`src/sps_pkg.sv`:
```
// shared types and constants for the slotted page cell store
// used by sps_ctrl, sps_datapath and slotted_page_cell_store_core
package sps_pkg;

   localparam int SLOT_BYTES = 4;

   typedef enum logic [2:0] {
      FN_INIT     = 3'd0,
      FN_RESERVE  = 3'd1,
      FN_WRITE    = 3'd2,
      FN_REMOVE   = 3'd3,
      FN_READ     = 3'd4,
      FN_COMPACT  = 3'd5
   } func_type;

   typedef enum logic [1:0] {
      RS_OK      = 2'd0,
      RS_NO_ROOM = 2'd1,
      RS_BAD     = 2'd2,
      RS_ABSENT  = 2'd3
   } result_type;

   typedef enum logic [4:0] {
      OP_NONE,
      OP_LOAD,
      OP_INIT,
      OP_ZERO,
      OP_SLOT_WR,
      OP_SLOT_RD,
      OP_SLOT_CAP,
      OP_RES_COMMIT,
      OP_BYTE_WR,
      OP_RD_CHECK,
      OP_RD_DATA,
      OP_CMP_START,
      OP_CMP_SKIP,
      OP_CMP_PLACE,
      OP_MV_RD,
      OP_MV_WR,
      OP_CMP_ADV,
      OP_Z1_START,
      OP_Z2_START,
      OP_CMP_FINISH,
      OP_RESP
   } dp_op_type;

   typedef enum logic [4:0] {
      S_RST_INIT,
      S_RST_CLEAR,
      S_IDLE,
      S_DECODE,
      S_INIT_CLEAR,
      S_RES_WR,
      S_RES_COMMIT,
      S_BYTE_WR,
      S_RM_WR,
      S_RD_SLOT,
      S_RD_CAP,
      S_RD_CHECK,
      S_RD_DATA,
      S_CMP_START,
      S_CMP_SCAN,
      S_CMP_SLOT,
      S_CMP_CAP,
      S_CMP_EVAL,
      S_CMP_MV_RD,
      S_CMP_MV_WR,
      S_CMP_SLOT_WR,
      S_CMP_ADV,
      S_CMP_Z1_START,
      S_CMP_Z1,
      S_CMP_Z2_START,
      S_CMP_Z2,
      S_CMP_FINISH,
      S_RESP
   } ctrl_state_type;

   typedef struct packed {
      dp_op_type op;
   } dp_cmd_type;

   typedef struct packed {
      logic [2:0] func;
      logic       reject;
      logic       dirty;
      logic [1:0] k;
      logic       rd_hit;
      logic       loc_zero;
      logic       cmp_full;
      logic       scan_end;
      logic       cnt_zero;
      logic       z1_done;
      logic       z2_done;
      logic       clr_done;
      logic       out_free;
   } dp_stat_type;

endpackage

```
`src/sps_ctrl.sv`:
```
// controller state machine of the slotted page cell store
// depends on sps_pkg; drives sps_datapath by one micro-op per cycle
module sps_ctrl (
   input  logic                clock,
   input  logic                reset,
   input  logic                req_valid,
   output logic                req_ready,
   input  sps_pkg::dp_stat_type stat,
   output sps_pkg::dp_cmd_type  cmd
);

   sps_pkg::ctrl_state_type state_ff, state_in;

   always_ff @(posedge clock) begin
      if (reset) begin
         state_ff <= sps_pkg::S_RST_INIT;
      end else begin
         state_ff <= state_in;
      end
   end

   always_comb begin
      state_in  = state_ff;
      cmd.op    = sps_pkg::OP_NONE;
      req_ready = 1'b0;
      unique case (state_ff)
         sps_pkg::S_RST_INIT: begin
            cmd.op   = sps_pkg::OP_INIT;
            state_in = sps_pkg::S_RST_CLEAR;
         end
         sps_pkg::S_RST_CLEAR: begin
            if (stat.clr_done) begin
               state_in = sps_pkg::S_IDLE;
            end else begin
               cmd.op = sps_pkg::OP_ZERO;
            end
         end
         sps_pkg::S_IDLE: begin
            req_ready = 1'b1;
            if (req_valid) begin
               cmd.op   = sps_pkg::OP_LOAD;
               state_in = sps_pkg::S_DECODE;
            end
         end
         sps_pkg::S_DECODE: begin
            if (stat.reject) begin
               state_in = sps_pkg::S_RESP;
            end else begin
               unique case (sps_pkg::func_type'(stat.func))
                  sps_pkg::FN_INIT: begin
                     cmd.op   = sps_pkg::OP_INIT;
                     state_in = sps_pkg::S_INIT_CLEAR;
                  end
                  sps_pkg::FN_RESERVE: state_in = sps_pkg::S_RES_WR;
                  sps_pkg::FN_WRITE:   state_in = sps_pkg::S_BYTE_WR;
                  sps_pkg::FN_REMOVE:  state_in = sps_pkg::S_RM_WR;
                  sps_pkg::FN_READ:    state_in = sps_pkg::S_RD_SLOT;
                  sps_pkg::FN_COMPACT: begin
                     state_in = stat.dirty ? sps_pkg::S_CMP_START : sps_pkg::S_RESP;
                  end
                  default: state_in = sps_pkg::S_RESP;
               endcase
            end
         end
         sps_pkg::S_INIT_CLEAR: begin
            if (stat.clr_done) begin
               state_in = sps_pkg::S_RESP;
            end else begin
               cmd.op = sps_pkg::OP_ZERO;
            end
         end
         sps_pkg::S_RES_WR: begin
            cmd.op = sps_pkg::OP_SLOT_WR;
            if (stat.k == 2'd3) begin
               state_in = sps_pkg::S_RES_COMMIT;
            end
         end
         sps_pkg::S_RES_COMMIT: begin
            cmd.op   = sps_pkg::OP_RES_COMMIT;
            state_in = sps_pkg::S_RESP;
         end
         sps_pkg::S_BYTE_WR: begin
            cmd.op   = sps_pkg::OP_BYTE_WR;
            state_in = sps_pkg::S_RESP;
         end
         sps_pkg::S_RM_WR: begin
            cmd.op = sps_pkg::OP_SLOT_WR;
            if (stat.k == 2'd1) begin
               state_in = sps_pkg::S_RESP;
            end
         end
         sps_pkg::S_RD_SLOT: begin
            cmd.op = sps_pkg::OP_SLOT_RD;
            if (stat.k == 2'd3) begin
               state_in = sps_pkg::S_RD_CAP;
            end
         end
         sps_pkg::S_RD_CAP: begin
            cmd.op   = sps_pkg::OP_SLOT_CAP;
            state_in = sps_pkg::S_RD_CHECK;
         end
         sps_pkg::S_RD_CHECK: begin
            cmd.op   = sps_pkg::OP_RD_CHECK;
            state_in = stat.rd_hit ? sps_pkg::S_RD_DATA : sps_pkg::S_RESP;
         end
         sps_pkg::S_RD_DATA: begin
            cmd.op   = sps_pkg::OP_RD_DATA;
            state_in = sps_pkg::S_RESP;
         end
         sps_pkg::S_CMP_START: begin
            cmd.op   = sps_pkg::OP_CMP_START;
            state_in = sps_pkg::S_CMP_SCAN;
         end
         sps_pkg::S_CMP_SCAN: begin
            state_in = stat.scan_end ? sps_pkg::S_CMP_Z1_START : sps_pkg::S_CMP_SLOT;
         end
         sps_pkg::S_CMP_SLOT: begin
            cmd.op = sps_pkg::OP_SLOT_RD;
            if (stat.k == 2'd3) begin
               state_in = sps_pkg::S_CMP_CAP;
            end
         end
         sps_pkg::S_CMP_CAP: begin
            cmd.op   = sps_pkg::OP_SLOT_CAP;
            state_in = sps_pkg::S_CMP_EVAL;
         end
         sps_pkg::S_CMP_EVAL: begin
            if (stat.loc_zero) begin
               cmd.op   = sps_pkg::OP_CMP_SKIP;
               state_in = sps_pkg::S_CMP_SCAN;
            end else if (stat.cmp_full) begin
               state_in = sps_pkg::S_CMP_Z1_START;
            end else begin
               cmd.op   = sps_pkg::OP_CMP_PLACE;
               state_in = sps_pkg::S_CMP_MV_RD;
            end
         end
         sps_pkg::S_CMP_MV_RD: begin
            if (stat.cnt_zero) begin
               state_in = sps_pkg::S_CMP_SLOT_WR;
            end else begin
               cmd.op   = sps_pkg::OP_MV_RD;
               state_in = sps_pkg::S_CMP_MV_WR;
            end
         end
         sps_pkg::S_CMP_MV_WR: begin
            cmd.op   = sps_pkg::OP_MV_WR;
            state_in = sps_pkg::S_CMP_MV_RD;
         end
         sps_pkg::S_CMP_SLOT_WR: begin
            cmd.op = sps_pkg::OP_SLOT_WR;
            if (stat.k == 2'd3) begin
               state_in = sps_pkg::S_CMP_ADV;
            end
         end
         sps_pkg::S_CMP_ADV: begin
            cmd.op   = sps_pkg::OP_CMP_ADV;
            state_in = sps_pkg::S_CMP_SCAN;
         end
         sps_pkg::S_CMP_Z1_START: begin
            cmd.op   = sps_pkg::OP_Z1_START;
            state_in = sps_pkg::S_CMP_Z1;
         end
         sps_pkg::S_CMP_Z1: begin
            if (stat.z1_done) begin
               state_in = sps_pkg::S_CMP_Z2_START;
            end else begin
               cmd.op = sps_pkg::OP_ZERO;
            end
         end
         sps_pkg::S_CMP_Z2_START: begin
            cmd.op   = sps_pkg::OP_Z2_START;
            state_in = sps_pkg::S_CMP_Z2;
         end
         sps_pkg::S_CMP_Z2: begin
            if (stat.z2_done) begin
               state_in = sps_pkg::S_CMP_FINISH;
            end else begin
               cmd.op = sps_pkg::OP_ZERO;
            end
         end
         sps_pkg::S_CMP_FINISH: begin
            cmd.op   = sps_pkg::OP_CMP_FINISH;
            state_in = sps_pkg::S_RESP;
         end
         sps_pkg::S_RESP: begin
            if (stat.out_free) begin
               cmd.op   = sps_pkg::OP_RESP;
               state_in = sps_pkg::S_IDLE;
            end
         end
         default: state_in = sps_pkg::S_RST_INIT;
      endcase
   end

endmodule

```
`config.mk`:
```
export PLATFORM = sky130hd
export DESIGN_NAME = sps_ctrl
export DESIGN_NICKNAME = d
export VERILOG_FILES = /design/src/sps_pkg.sv /design/src/sps_ctrl.sv
export SDC_FILE = /design/constraint.sdc
export NUM_CORES = 1
export LEC_CHECK = 0
export BUFFER_PORTS_ARGS = -buffer_cell sky130_fd_sc_hd__clkbuf_2
export CAP_MARGIN = 20
export CORE_MARGIN = 2
export CORE_UTILIZATION = 50
export DETAILED_ROUTE_END_ITERATION = 8
export GPL_ROUTABILITY_DRIVEN = 0
export HOLD_SLACK_MARGIN = 0.1
export PLACE_DENSITY_LB_ADDON = 0.12
export SETUP_SLACK_MARGIN = 0.5
export SYNTH_ARGS = -nofsm -noshare
export SYNTH_HDL_FRONTEND = slang
export SYNTH_SLANG_ARGS = --single-unit
export TNS_END_PERCENT = 100
```
`constraint.sdc`:
```
create_clock -name clock -period 2.1 [get_ports clock]
set_input_delay 0.105 -clock clock [delete_from_list [all_inputs] [get_ports clock]]
set_output_delay 0.105 -clock clock [all_outputs]
set_load 0.1 [all_outputs]
```
==> results of run 1 <==
[routing by layer]
metal  routed length, um  track usage [%]
met5                   0                0
met4                 274            15.81
met3                 597            6.497
met2                2346            59.58
met1                1922            46.09
[worst max-delay path, stage by stage (launching register included)]
cell	delay [ns]
sky130_fd_sc_hd__dfxtp_4	0.41
sky130_fd_sc_hd__buf_4	0.20
sky130_fd_sc_hd__xor2_2	0.16
sky130_fd_sc_hd__nor2_1	0.06
sky130_fd_sc_hd__a211oi_1	0.32
sky130_fd_sc_hd__o21ai_1	0.12
sky130_fd_sc_hd__nand4_1	0.16
sky130_fd_sc_hd__buf_12	0.19
[where the power goes]
group          total (mW)  internal [mW]  switching [mW]
clock network       0.125         0.0727          0.0523
logic                2.97           1.28            1.70
registers           0.265          0.155           0.110
[synthesized netlist by cell type, types with 2 or more instances]
library cell,number,area (um^2)
sky130_fd_sc_hd__a211o_1,2,17.52
sky130_fd_sc_hd__a211oi_1,6,45.04
sky130_fd_sc_hd__a21o_1,2,15.01
sky130_fd_sc_hd__a21oi_1,6,30.03
sky130_fd_sc_hd__a31oi_1,5,31.28
sky130_fd_sc_hd__a32oi_1,3,26.28
sky130_fd_sc_hd__and2_1,3,18.77
sky130_fd_sc_hd__buf_1,2,7.510
sky130_fd_sc_hd__buf_2,8,40.04
sky130_fd_sc_hd__buf_4,3,22.52
sky130_fd_sc_hd__clkbuf_1,4,15.01
sky130_fd_sc_hd__dfxtp_1,5,100.1
sky130_fd_sc_hd__inv_1,3,11.26
sky130_fd_sc_hd__inv_2,2,7.510
sky130_fd_sc_hd__mux2_1,2,22.52
sky130_fd_sc_hd__mux2i_1,3,30.03
sky130_fd_sc_hd__nand2_1,13,48.80
sky130_fd_sc_hd__nand2b_1,14,87.58
sky130_fd_sc_hd__nand3_1,7,35.03
sky130_fd_sc_hd__nand4_1,5,31.28
sky130_fd_sc_hd__nor2_1,14,52.55
sky130_fd_sc_hd__nor2b_1,6,37.54
sky130_fd_sc_hd__nor3_1,4,20.02
sky130_fd_sc_hd__nor4_1,6,37.54
sky130_fd_sc_hd__o211ai_1,2,15.01
sky130_fd_sc_hd__o21a_1,3,22.52
sky130_fd_sc_hd__o21ai_0,10,50.05
sky130_fd_sc_hd__o21ai_1,3,15.01
sky130_fd_sc_hd__o22ai_1,4,25.02
sky130_fd_sc_hd__o32ai_1,2,17.52
sky130_fd_sc_hd__or3_1,3,18.77
sky130_fd_sc_hd__or3b_1,2,17.52
sky130_fd_sc_hd__xor2_1,4,35.03
[cells in the final DEF, fill, tap and decap left out, types with 3 or more instances in the layout]
cell type / instances
sky130_fd_sc_hd__nand2b_1: 8
sky130_fd_sc_hd__clkbuf_2: 18
sky130_fd_sc_hd__nand3_1: 7
sky130_fd_sc_hd__o22ai_1: 4
sky130_fd_sc_hd__buf_6: 8
sky130_fd_sc_hd__o21ai_1: 6
sky130_fd_sc_hd__buf_4: 30
sky130_fd_sc_hd__xor2_1: 3
sky130_fd_sc_hd__nand2b_4: 6
sky130_fd_sc_hd__nor4_1: 4
sky130_fd_sc_hd__buf_12: 5
sky130_fd_sc_hd__clkbuf_4: 3
sky130_fd_sc_hd__mux2i_1: 3
sky130_fd_sc_hd__a211oi_1: 6
sky130_fd_sc_hd__nor3_1: 3
sky130_fd_sc_hd__dfxtp_4: 5
sky130_fd_sc_hd__o21ai_0: 6
sky130_fd_sc_hd__nor2b_1: 4
sky130_fd_sc_hd__a21oi_1: 4
sky130_fd_sc_hd__nor2_1: 13
sky130_fd_sc_hd__a31oi_1: 4
sky130_fd_sc_hd__nand2_1: 13
sky130_fd_sc_hd__inv_1: 3
sky130_fd_sc_hd__nand4_1: 5
sky130_fd_sc_hd__o21a_1: 3
[timing repair]
| action | 4_1_cts | 5_1_grt |
|---|---|---|
| resized for setup | 37 | 14 |
| pin swaps | 12 | 10 |
| setup endpoints to repair | 11 | 11 |
| setup buffers | 14 | 6 |
| cloned | 0 | 0 |
[cell families (layout without fill, tap and decap cells)]
| family | Yosys count | in the layout | synth area share, % |
|---|---|---|---|
| and+or+nand+nor | 83 | 83 | 38.05 |
| DFF | 5 | 5 | 8.316 |
| xor gates and xnor gates | 4 | 4 | 2.910 |
| AOI/OAI and AO/OA | 60 | 60 | 35.86 |
| buffers and inverters | 23 | 72 | 9.563 |
| muxes | 6 | 6 | 5.301 |
[worst paths after layout]
| kind | startpoint | to | slack (ns) | depth (start not counted) |
|---|---|---|---|---|
| worst max-delay path | state_ff[0] | cmd[2] | 0.12 | 7 |
| worst max register to register | state_ff[4] | state_ff[1] | 0.20 | 6 |
| worst min register to register | state_ff[2] | state_ff[2] | 0.70 | 3 |
| worst min-delay path | reset | state_ff[3] | 0.27 | 3 |
[area by class of cell]
| class | count | area (um^2) | area share [%] |
|---|---|---|---|
| well taps | 28 | 35.03 | 1.849 |
| inverters | 5 | 18.77 | 0.9908 |
| repair buffers | 63 | 535.5 | 28.27 |
| clock buffers | 4 | 26.28 | 1.387 |
| multi-input cells | 153 | 1160 | 61.23 |
| flip-flops and latches | 5 | 118.9 | 6.275 |
[stage by stage]
stage,setup WS [ns],area [um^2],util [%]
floorplan,-0.3895,1299,-
detailed placement,0.1550,1526,67.70
global placement,0.1860,1526,67.70
finish,0.1184,1894,84.02
global route,0.01826,1894,84.02
CTS,0.2046,1789,79.36
==> results.md, run 1 <==
- Arrival time of data at the critical path endpoint: roughly 1.9 ns
- Via count: around 1800
- Routed wire length per instance: 19.93 um
- Number of warnings issued by yosys: 0
- Port Buffers: 24
- CP Max Fanout: 8
- Final layout net count: between 200 and 300
- Final worst path period share: a little over nine tenths
- Proportion of synthesized chip area in sequential cells: about 8.3%
- Initial cell density of the core: a little over half
- Post-DP HPWL: around 3000 um
- Power density normalized to cell area: ~1800 mW/mm^2
- Run status: completed
- Start-to-end type of the worst setup path: flip-flop to output port
- Worst clock skew on the final layout: roughly 0.009 ns
- Count of unresolved DRC violations after routing: 0
- Final worst path period need: 1.982 ns
- Critical path startpoint category: flip-flop
- Floorplan die area: roughly 0.0028 mm^2
- Worst min-delay path category: primary input to flip-flop
- H-tree Lvls: 1
- Area of the placeable core: 0.002255 mm^2
- Number of distinct library cells after synthesis: 53
- Number of fill cells: approximately 140
- Total Neg Setup Slack: 0 ns
- Achievable frequency: slightly above 0.5 GHz
- Final hold vios: 0
- Detailed-route wire length: between 5000 and 6000 um
- Register clock-pin slew on the reported worst setup and hold paths: roughly 0.05 ns
- Syn Area/Cell: 6.650 um^2
- Top register by number of flip-flops: state_ff
- Drt initial violations: 100
- Die X-Extent: 53.07 um
- Post-synthesis instance total: around 180
- Flip-flop count of the largest register, all copies and words added: 5
- Largest net degree at the start of global routing: 18
- Setup Viol. Count Final: 0
- Gr ovfl total: 0
- Predominant post-synthesis flop cell: sky130_fd_sc_hd__dfxtp_1
- Root buffer cell: sky130_fd_sc_hd__clkbuf_4
- Flops & latches, synth: 5
- Detail-routed via count per cell: a little under 7
- Slew headroom: 66.89%
- Clock insertion delay at the later pin of the skew report: 0.25 ns
- Antenna diodes: 0
- Leakage power total: ~0.76 nW
- CP required: 2.00 ns
- Hold WS: around 0.27 ns
- Height of the die: ~53 um
- Power consumption: between 3 and 4 mW
- Cell count after placement: 234
- Number of buffers inserted for hold repair after clock tree synthesis: 0
- Post-Layout Cell Count: around 260
- Num CTS Buffers: 3
- Ys async rst share: 0%
- Vias in the first global route: about 1600
- Total global routing track utilization: 36.34%
- First-pass iteration count of the detailed router: 5
- Netlist Area Pre-Place: around 0.0012 mm^2
- Actual slew at the worst max-slew pin: 0.4948 ns
- P&R area growth vs syn: 57.38%
- RSZ-0062 raised after global routing: yes
- Capturing element type of the critical path: output port
- Biggest registers after layout: state_ff x5
- Post-synth EDFFs: 0
- Sinks on Clock Net: 5
- Share of layout cells above drive strength 1: between 40% and 50%
- Top-level I/O count: 25
- Max-slew violations: 0
- Clock tree from TritonCTS: done
- Net Count, Synth: 200
- Clock Tree Buf Depth: 2
- Worst vdd rail ir drop: between 1500 and 2000 uV
- Max-cap violations: 0
- Antenna violations before repair: 0
- First-pass GRT wire length: between 7000 and 8000 um
- Row count: 17
- Number of routed nets with antenna violations: 0
No activity file was read; power rests on OpenSTA's default activity.
==> inputs of run 2 (changes only) <==
--- a/config.mk
+++ b/config.mk
@@ -14,6 +14,7 @@
 export HOLD_SLACK_MARGIN = 0.1
 export PLACE_DENSITY_LB_ADDON = 0.12
 export SETUP_SLACK_MARGIN = 0.5
+export SLEW_MARGIN = 20
 export SYNTH_ARGS = -nofsm -noshare
 export SYNTH_HDL_FRONTEND = slang
 export SYNTH_SLANG_ARGS = --single-unit
==> constraint.sdc (replaced) <==
create_clock -name clock -period 2.1 [get_ports clock]
set_input_delay 0.105 -clock clock [delete_from_list [all_inputs] [get_ports clock]]
set_output_delay 0.105 -clock clock [all_outputs]
set_load 0.01 [all_outputs]
==> results.md, run 2 (synthesized netlist as in run 1, its figures left out) <==
- Run status: completed
- Area of all placed cells without fillers: 0.001986 mm^2
- Top register by number of flip-flops: state_ff
- Worst min-delay path category: primary input to flip-flop
- Max-slew violations: 0
- Drt initial violations: about 190
- P&R area growth vs syn: 64.97%
- Setup Viol. Count Final: 0
- Start-to-end type of the worst setup path: flip-flop to output port
- Crit Reg-Reg Startpoint: state_ff[2]
- Delay contributed by the slowest stage of the critical path: ~0.44 ns
- Total global routing track utilization: between 30% and 40%
- Area of the placeable core: between 0.002 and 0.0025 mm^2
- Worst slack, placed: around 0.11 ns
- Final layout net count: about 260
- Via count: about 1900
- Critical path startpoint category: flip-flop
- Num CTS Buffers: 3
- Flip-flop count of the largest register, all copies and words added: 5
- Power density normalized to cell area: 1481 mW/mm^2
- Achievable frequency: 0.5194 GHz
- Max-cap violations: 0
- Leakage power total: roughly 0.83 nW
- Antenna diodes: 0
- Detail-routed via count per cell: ~7.2
- H-tree Lvls: 1
- Leading cell type in the layout, fill and taps excluded: sky130_fd_sc_hd__buf_4
- Port Buffers: 24
- Arrival time of data at the critical path endpoint: 1.82 ns
- Sinks on Clock Net: 5
- Number of routed nets with antenna violations: 0
- Largest net degree at the start of global routing: 14
- Destination of the worst hold path: state_ff[2]
- Most frequent cells in the layout: 32 x sky130_fd_sc_hd__buf_4, 23 x sky130_fd_sc_hd__clkbuf_2, 13 x sky130_fd_sc_hd__nor2_1, 12 x sky130_fd_sc_hd__nand2_1, 12 x sky130_fd_sc_hd__buf_6
- Cell-by-cell listing of the critical path: buf_8, nor2b_1, nand3_1, o311a_1, a21oi_2, or3b_1, buf_2
- First-pass iteration count of the detailed router: 5
- First-pass GRT wire length: between 7000 and 8000 um
- Detailed-route wire length: 6097 um
- Post-DP HPWL: 2942 um
- Worst clock skew on the final layout: roughly 0.016 ns
- Number of buffers inserted for hold repair after clock tree synthesis: 0
- Power consumption: a little under 3 mW
- Worst reg2reg setup slack: 0.20 ns
- Antenna violations before repair: 0
- Depth of the most critical reg-to-reg path: 6
- Row count: 17
- Clock Tree Buf Depth: 2
- Final worst path period share: between 90 and 100%
- Hold Crit Depth: 3
- Total Neg Setup Slack: 0 ns
- Height of the die: roughly 53 um
- Register clock-pin slew on the reported worst setup and hold paths: around 0.060 ns
- Hold WS: 0.2466 ns
- CP required: about 2 ns
- Routed wire length per instance: ~23 um
- Actual slew at the worst max-slew pin: 0.4408 ns
- Clock insertion delay at the later pin of the skew report: 0.28 ns
- Slew headroom: a little over two thirds
- Vias in the first global route: ~1600
- Die X-Extent: 53.07 um
- Capturing element type of the critical path: output port
- Placed Instance Area: around 0.0014 mm^2
- Initial cell density of the core: 53.39%
- Final worst path period need: around 1.9 ns
- Root buffer cell: sky130_fd_sc_hd__clkbuf_4
- Biggest registers after layout: state_ff x5
- Share of layout cells above drive strength 1: between 40% and 50%
- Count of unresolved DRC violations after routing: 0
- Floorplan die area: 0.002816 mm^2
- Final hold vios: 0
- Hold Crit Start: reset
- CP Max Fanout: 9
- RR Endpoint: state_ff[1]
- Gr ovfl total: 0
- Clock tree from TritonCTS: done
- Worst vdd rail ir drop: around 1200 uV
- RSZ-0062 raised after global routing: yes
- Top-level I/O count: 25
- Min setup slack post-route: about 0.17 ns
- Critical path's slowest cell: sky130_fd_sc_hd__dfxtp_4
run 2: cell count changes in the layout (fill, tap and decap cells not counted), moves of 2 or more:
cell | previous run | this run
sky130_fd_sc_hd__buf_6 | 8 | 12
sky130_fd_sc_hd__nand2b_4 | 6 | 4
sky130_fd_sc_hd__clkbuf_2 | 18 | 23
sky130_fd_sc_hd__buf_12 | 5 | 3
sky130_fd_sc_hd__buf_4 | 30 | 32
sky130_fd_sc_hd__o21ai_0 | 6 | 9
sky130_fd_sc_hd__nand2b_1 | 8 | 10
sky130_fd_sc_hd__o21ai_1 | 6 | 4
run 2: repair_timing:
item / CTS / global route
pin swaps: 8 / 9
buffers inserted: 18 / 14
endpoints found under the setup margin: 10 / 10
gates cloned: 0 / 1
gates resized for setup: 32 / 24
run 2: how the worst max path moves through the flow:
stage,start,to
finish,state_ff[2],cmd[1]
global route,state_ff[2],cmd[1]
CTS,state_ff[3],cmd[1]
detailed placement,state_ff[2],state_ff[4]
global placement,state_ff[2],cmd[0]
floorplan,state_ff[4],state_ff[1]
run 2: metal layers:
| layer | global-route usage, % | up-vias | routed length, um |
|---|---|---|---|
| li1 | - | 809 | - |
| met1 | 44.41 | 883 | 2215 |
| met2 | 61.25 | 199 | 2700 |
| met3 | 4.802 | 55 | 717 |
| met4 | 23.93 | 0 | 463 |
| met5 | 0 | - | 0 |
run 2: per-stage QoR:
step                      std cells  util, %
after global placement          233    64.10
after global routing            270    88.07
after detailed placement        233    64.10
after floorplan                 181        -
final                           270    88.07
after CTS                       255    76.53
run 2: worst max-delay path, delay by kind of cell, from the launching register on:
| kind | cells | cell delay [ns] |
|---|---|---|
| simple gates | 3 | 0.55 |
| flops | 1 | 0.44 |
| buf+inv | 2 | 0.29 |
| compound gates | 2 | 0.26 |
run 2: area by class of cell:
cell class	count	area [um^2]
multi-input cells	153	1161
repair buffers	75	625.6
fillers	110	269.0
flip-flops and latches	5	118.9
well taps	28	35.03
clock buffers	4	26.28
inverters	5	18.77
run 2: power by group:
part | internal, mW | leakage [nW] | total, mW | switching [mW]
logic | 1.25 | 0.774 | 2.54 | 1.29
registers | 0.155 | 0.0445 | 0.268 | 0.112
clock network | 0.0731 | 0.0150 | 0.133 | 0.0601
==> inputs of run 3 (changes only) <==
--- a/config.mk
+++ b/config.mk
@@ -5,6 +5,7 @@
 export SDC_FILE = /design/constraint.sdc
 export NUM_CORES = 1
 export LEC_CHECK = 0
+export ABC_AREA = 1
 export BUFFER_PORTS_ARGS = -buffer_cell sky130_fd_sc_hd__clkbuf_2
 export CAP_MARGIN = 20
 export CORE_MARGIN = 2
==> results.md, run 3 <==
- Run status: completed
- Flip-flop count of the largest register, all copies and words added: 5
- Top post-synthesis cells by count: 79 x sky130_fd_sc_hd__nand2_1, 49 x sky130_fd_sc_hd__nor2_1, 27 x sky130_fd_sc_hd__inv_1, 27 x sky130_fd_sc_hd__nand3_1, 10 x sky130_fd_sc_hd__nand4_1
- Top register by number of flip-flops: state_ff
- Kind of cell adding the most delay to the critical path: flip-flops
- Final hold vios: 0
- Initial cell density of the core: 51.44%
- Predominant post-synthesis flop cell: sky130_fd_sc_hd__dfxtp_1
- Worst clock skew on the final layout: 0.004164 ns
- CP Max Fanout: 6
- Area of all placed cells without fillers: ~0.0016 mm^2
- Antenna diodes: 0
- Net Count, Synth: ~260
- Capturing element type of the critical path: output port
- Max-cap violations: 0
- Worst slack, placed: 0.2525 ns
- Power consumption: approximately 1.7 mW
- Setup Viol. Count Final: 0
- CP required: roughly 2.0 ns
- Biggest registers after layout: state_ff x5
- Drt initial violations: 190
- Fraction of synthesized cell area taken by the top area cell type: 26.57%
- Total global routing track utilization: approximately a third
- Root buffer cell: sky130_fd_sc_hd__clkbuf_4
- Detail-routed via count per cell: just under 6
- Clock tree from TritonCTS: done
- Leakage power total: approximately 0.9 nW
- First-pass iteration count of the detailed router: 6
- Final worst path period need: 1.727 ns
- Final layout net count: approximately 300
- Number of routed nets with antenna violations: 0
- Via count: 1803
- Library cell with the highest instance count after synthesis: sky130_fd_sc_hd__nand2_1
- First-pass GRT wire length: about 6600 um
- Total Neg Setup Slack: 0 ns
- Die X-Extent: ~51 um
- Critical path's slowest cell: sky130_fd_sc_hd__dfxtp_4
- Port Buffers: 24
- Power density normalized to cell area: 1090 mW/mm^2
- Routed wire length per instance: approximately 15 um
- H-tree Lvls: 1
- Height of the die: about 50 um
- Worst Path Buf+Inv: 2
- Number of warnings issued by yosys: 0
- Gr ovfl total: 0
- Register clock-pin slew on the reported worst setup and hold paths: around 0.05 ns
- Post-DP HPWL: a little under 3000 um
- Top-level I/O count: 25
- Leading area contributor after synthesis: sky130_fd_sc_hd__nand2_1
- Arrival time of data at the critical path endpoint: about 1.6 ns
- P&R area growth vs syn: 43.50%
- Placed Instance Area: approximately 0.0012 mm^2
- Achievable frequency: slightly below 0.6 GHz
- Clock Tree Buf Depth: 2
- Area of the placeable core: 0.002170 mm^2
- Count of unresolved DRC violations after routing: 0
- Min setup slack post-route: around 0.37 ns
- Final worst path period share: around 82%
- Sinks on Clock Net: 5
- Vias in the first global route: between 1500 and 2000
- Start-to-end type of the worst setup path: flip-flop to output port
- RSZ-0062 raised after global routing: yes
- Row count: 17
- Worst vdd rail ir drop: 936.7 uV
- Number of distinct library cells after synthesis: 23
- Ys async rst share: 0%
- Largest net degree at the start of global routing: 15
- Flops & latches, synth: 5
- Antenna violations before repair: 0
- Clock insertion delay at the later pin of the skew report: 0.24 ns
- Post-synthesis instance total: about 240
- Delay contributed by the slowest stage of the critical path: 0.42 ns
- Detailed-route wire length: ~4700 um
- Actual slew at the worst max-slew pin: roughly 0.30 ns
- Num CTS Buffers: 3
- Cell-by-cell listing of the critical path: buf_4, nand3_2, o22ai_2, nor3_1, nand4_1, clkbuf_2
- Multi-input gate area: 0.001015 mm^2
- Share of layout cells above drive strength 1: between 30% and 40%
- Storage cell area: about 120 um^2
- Netlist Area Pre-Place: between 0.001 and 0.0015 mm^2
- Top area cells in the synthesized netlist: sky130_fd_sc_hd__nand2_1 27%, sky130_fd_sc_hd__nor2_1 16%, sky130_fd_sc_hd__nand3_1 12%
- Critical path startpoint category: flip-flop
- Syn Area/Cell: approximately 4.7 um^2
- Proportion of synthesized chip area in sequential cells: between 8 and 9%
- Origin of the worst setup path: state_ff[0]
- Floorplan die area: between 0.002 and 0.003 mm^2
- Slew headroom: between 70% and 80%
- Max-slew violations: 0
- Crit Reg-Reg Startpoint: state_ff[0]
- Worst min-delay path category: primary input to flip-flop
- Most frequent cells in the layout: 74 x sky130_fd_sc_hd__nand2_1, 41 x sky130_fd_sc_hd__nor2_1, 23 x sky130_fd_sc_hd__inv_1, 23 x sky130_fd_sc_hd__nand3_1, 22 x sky130_fd_sc_hd__clkbuf_2
- Number of fill cells: ~180
- Hold Crit Start: stat[4]
- Post-synth EDFFs: 0
- Leading cell type in the layout, fill and taps excluded: sky130_fd_sc_hd__nand2_1
run 3: through the flow:
stage	hold WS, ns	utilization, %	cells
floorplan	0.1741	-	237
global placement	0.3392	57.61	285
detailed placement	0.3394	57.61	285
CTS	0.3994	67.36	299
global route	0.4578	73.82	306
finish	0.3978	73.82	306
run 3: cell families (layout without fill, tap and decap cells):
group,Yosys count,in the layout,share of synthesized area (%)
compound gates,18,18,9.081
buf+inv,35,76,13.00
flops,5,5,8.969
simple gates,179,179,68.95
run 3: where the power goes:
part | leakage, nW | internal, mW | switching [mW]
Sequential | 0.0445 | 0.147 | 0.113
Clock | 0.0150 | 0.0720 | 0.0414
Combinational | 0.839 | 0.532 | 0.840
run 3: layout make-up:
type / count / area share [%]
multi-input combinational: 197 / 63.36
sequential: 5 / 7.422
timing repair buffer: 43 / 17.81
clock buffer: 4 / 1.641
tap: 28 / 2.187
inverter: 29 / 7.578
run 3: worst register-to-register path, cell delays in order, from the launching register on:
cell and delay (ns):
sky130_fd_sc_hd__dfxtp_4 0.38, sky130_fd_sc_hd__buf_4 0.17, sky130_fd_sc_hd__nand3_2 0.18, sky130_fd_sc_hd__nor2_1 0.08
sky130_fd_sc_hd__nand2_1 0.06, sky130_fd_sc_hd__nand2_1 0.05, sky130_fd_sc_hd__nor2_1 0.17, sky130_fd_sc_hd__nand2_1 0.12
sky130_fd_sc_hd__nor2_4 0.14, sky130_fd_sc_hd__nand2_1 0.07, sky130_fd_sc_hd__a21oi_1 0.14
run 3: what timing repair did:
item | CTS | global route
hold endpoints to repair | 5 | 0
buffers inserted | 9 | 7
hold buffers | 1 | 0
pin swaps | 6 | 12
gates resized for setup | 39 | 29
endpoints found under the setup margin | 11 | 10
run 3: worst paths after layout:
check             slack, ns  depth (start not counted)           to
hold / removal         0.40                          7  state_ff[2]
setup / recovery       0.37                          6       cmd[2]
setup reg to reg       0.44                         10  state_ff[0]
hold reg to reg        0.56                          2  state_ff[3]
run 3: metal layers:
layer  vias to the layer above  GRT usage (%)  share of wire (%)
li1                        846              -                  -
met1                       762          38.52                 37
met2                       167          57.36                 45
met3                        28          7.310                 14
met4                         0          13.16                3.6
met5                         -              0                  0
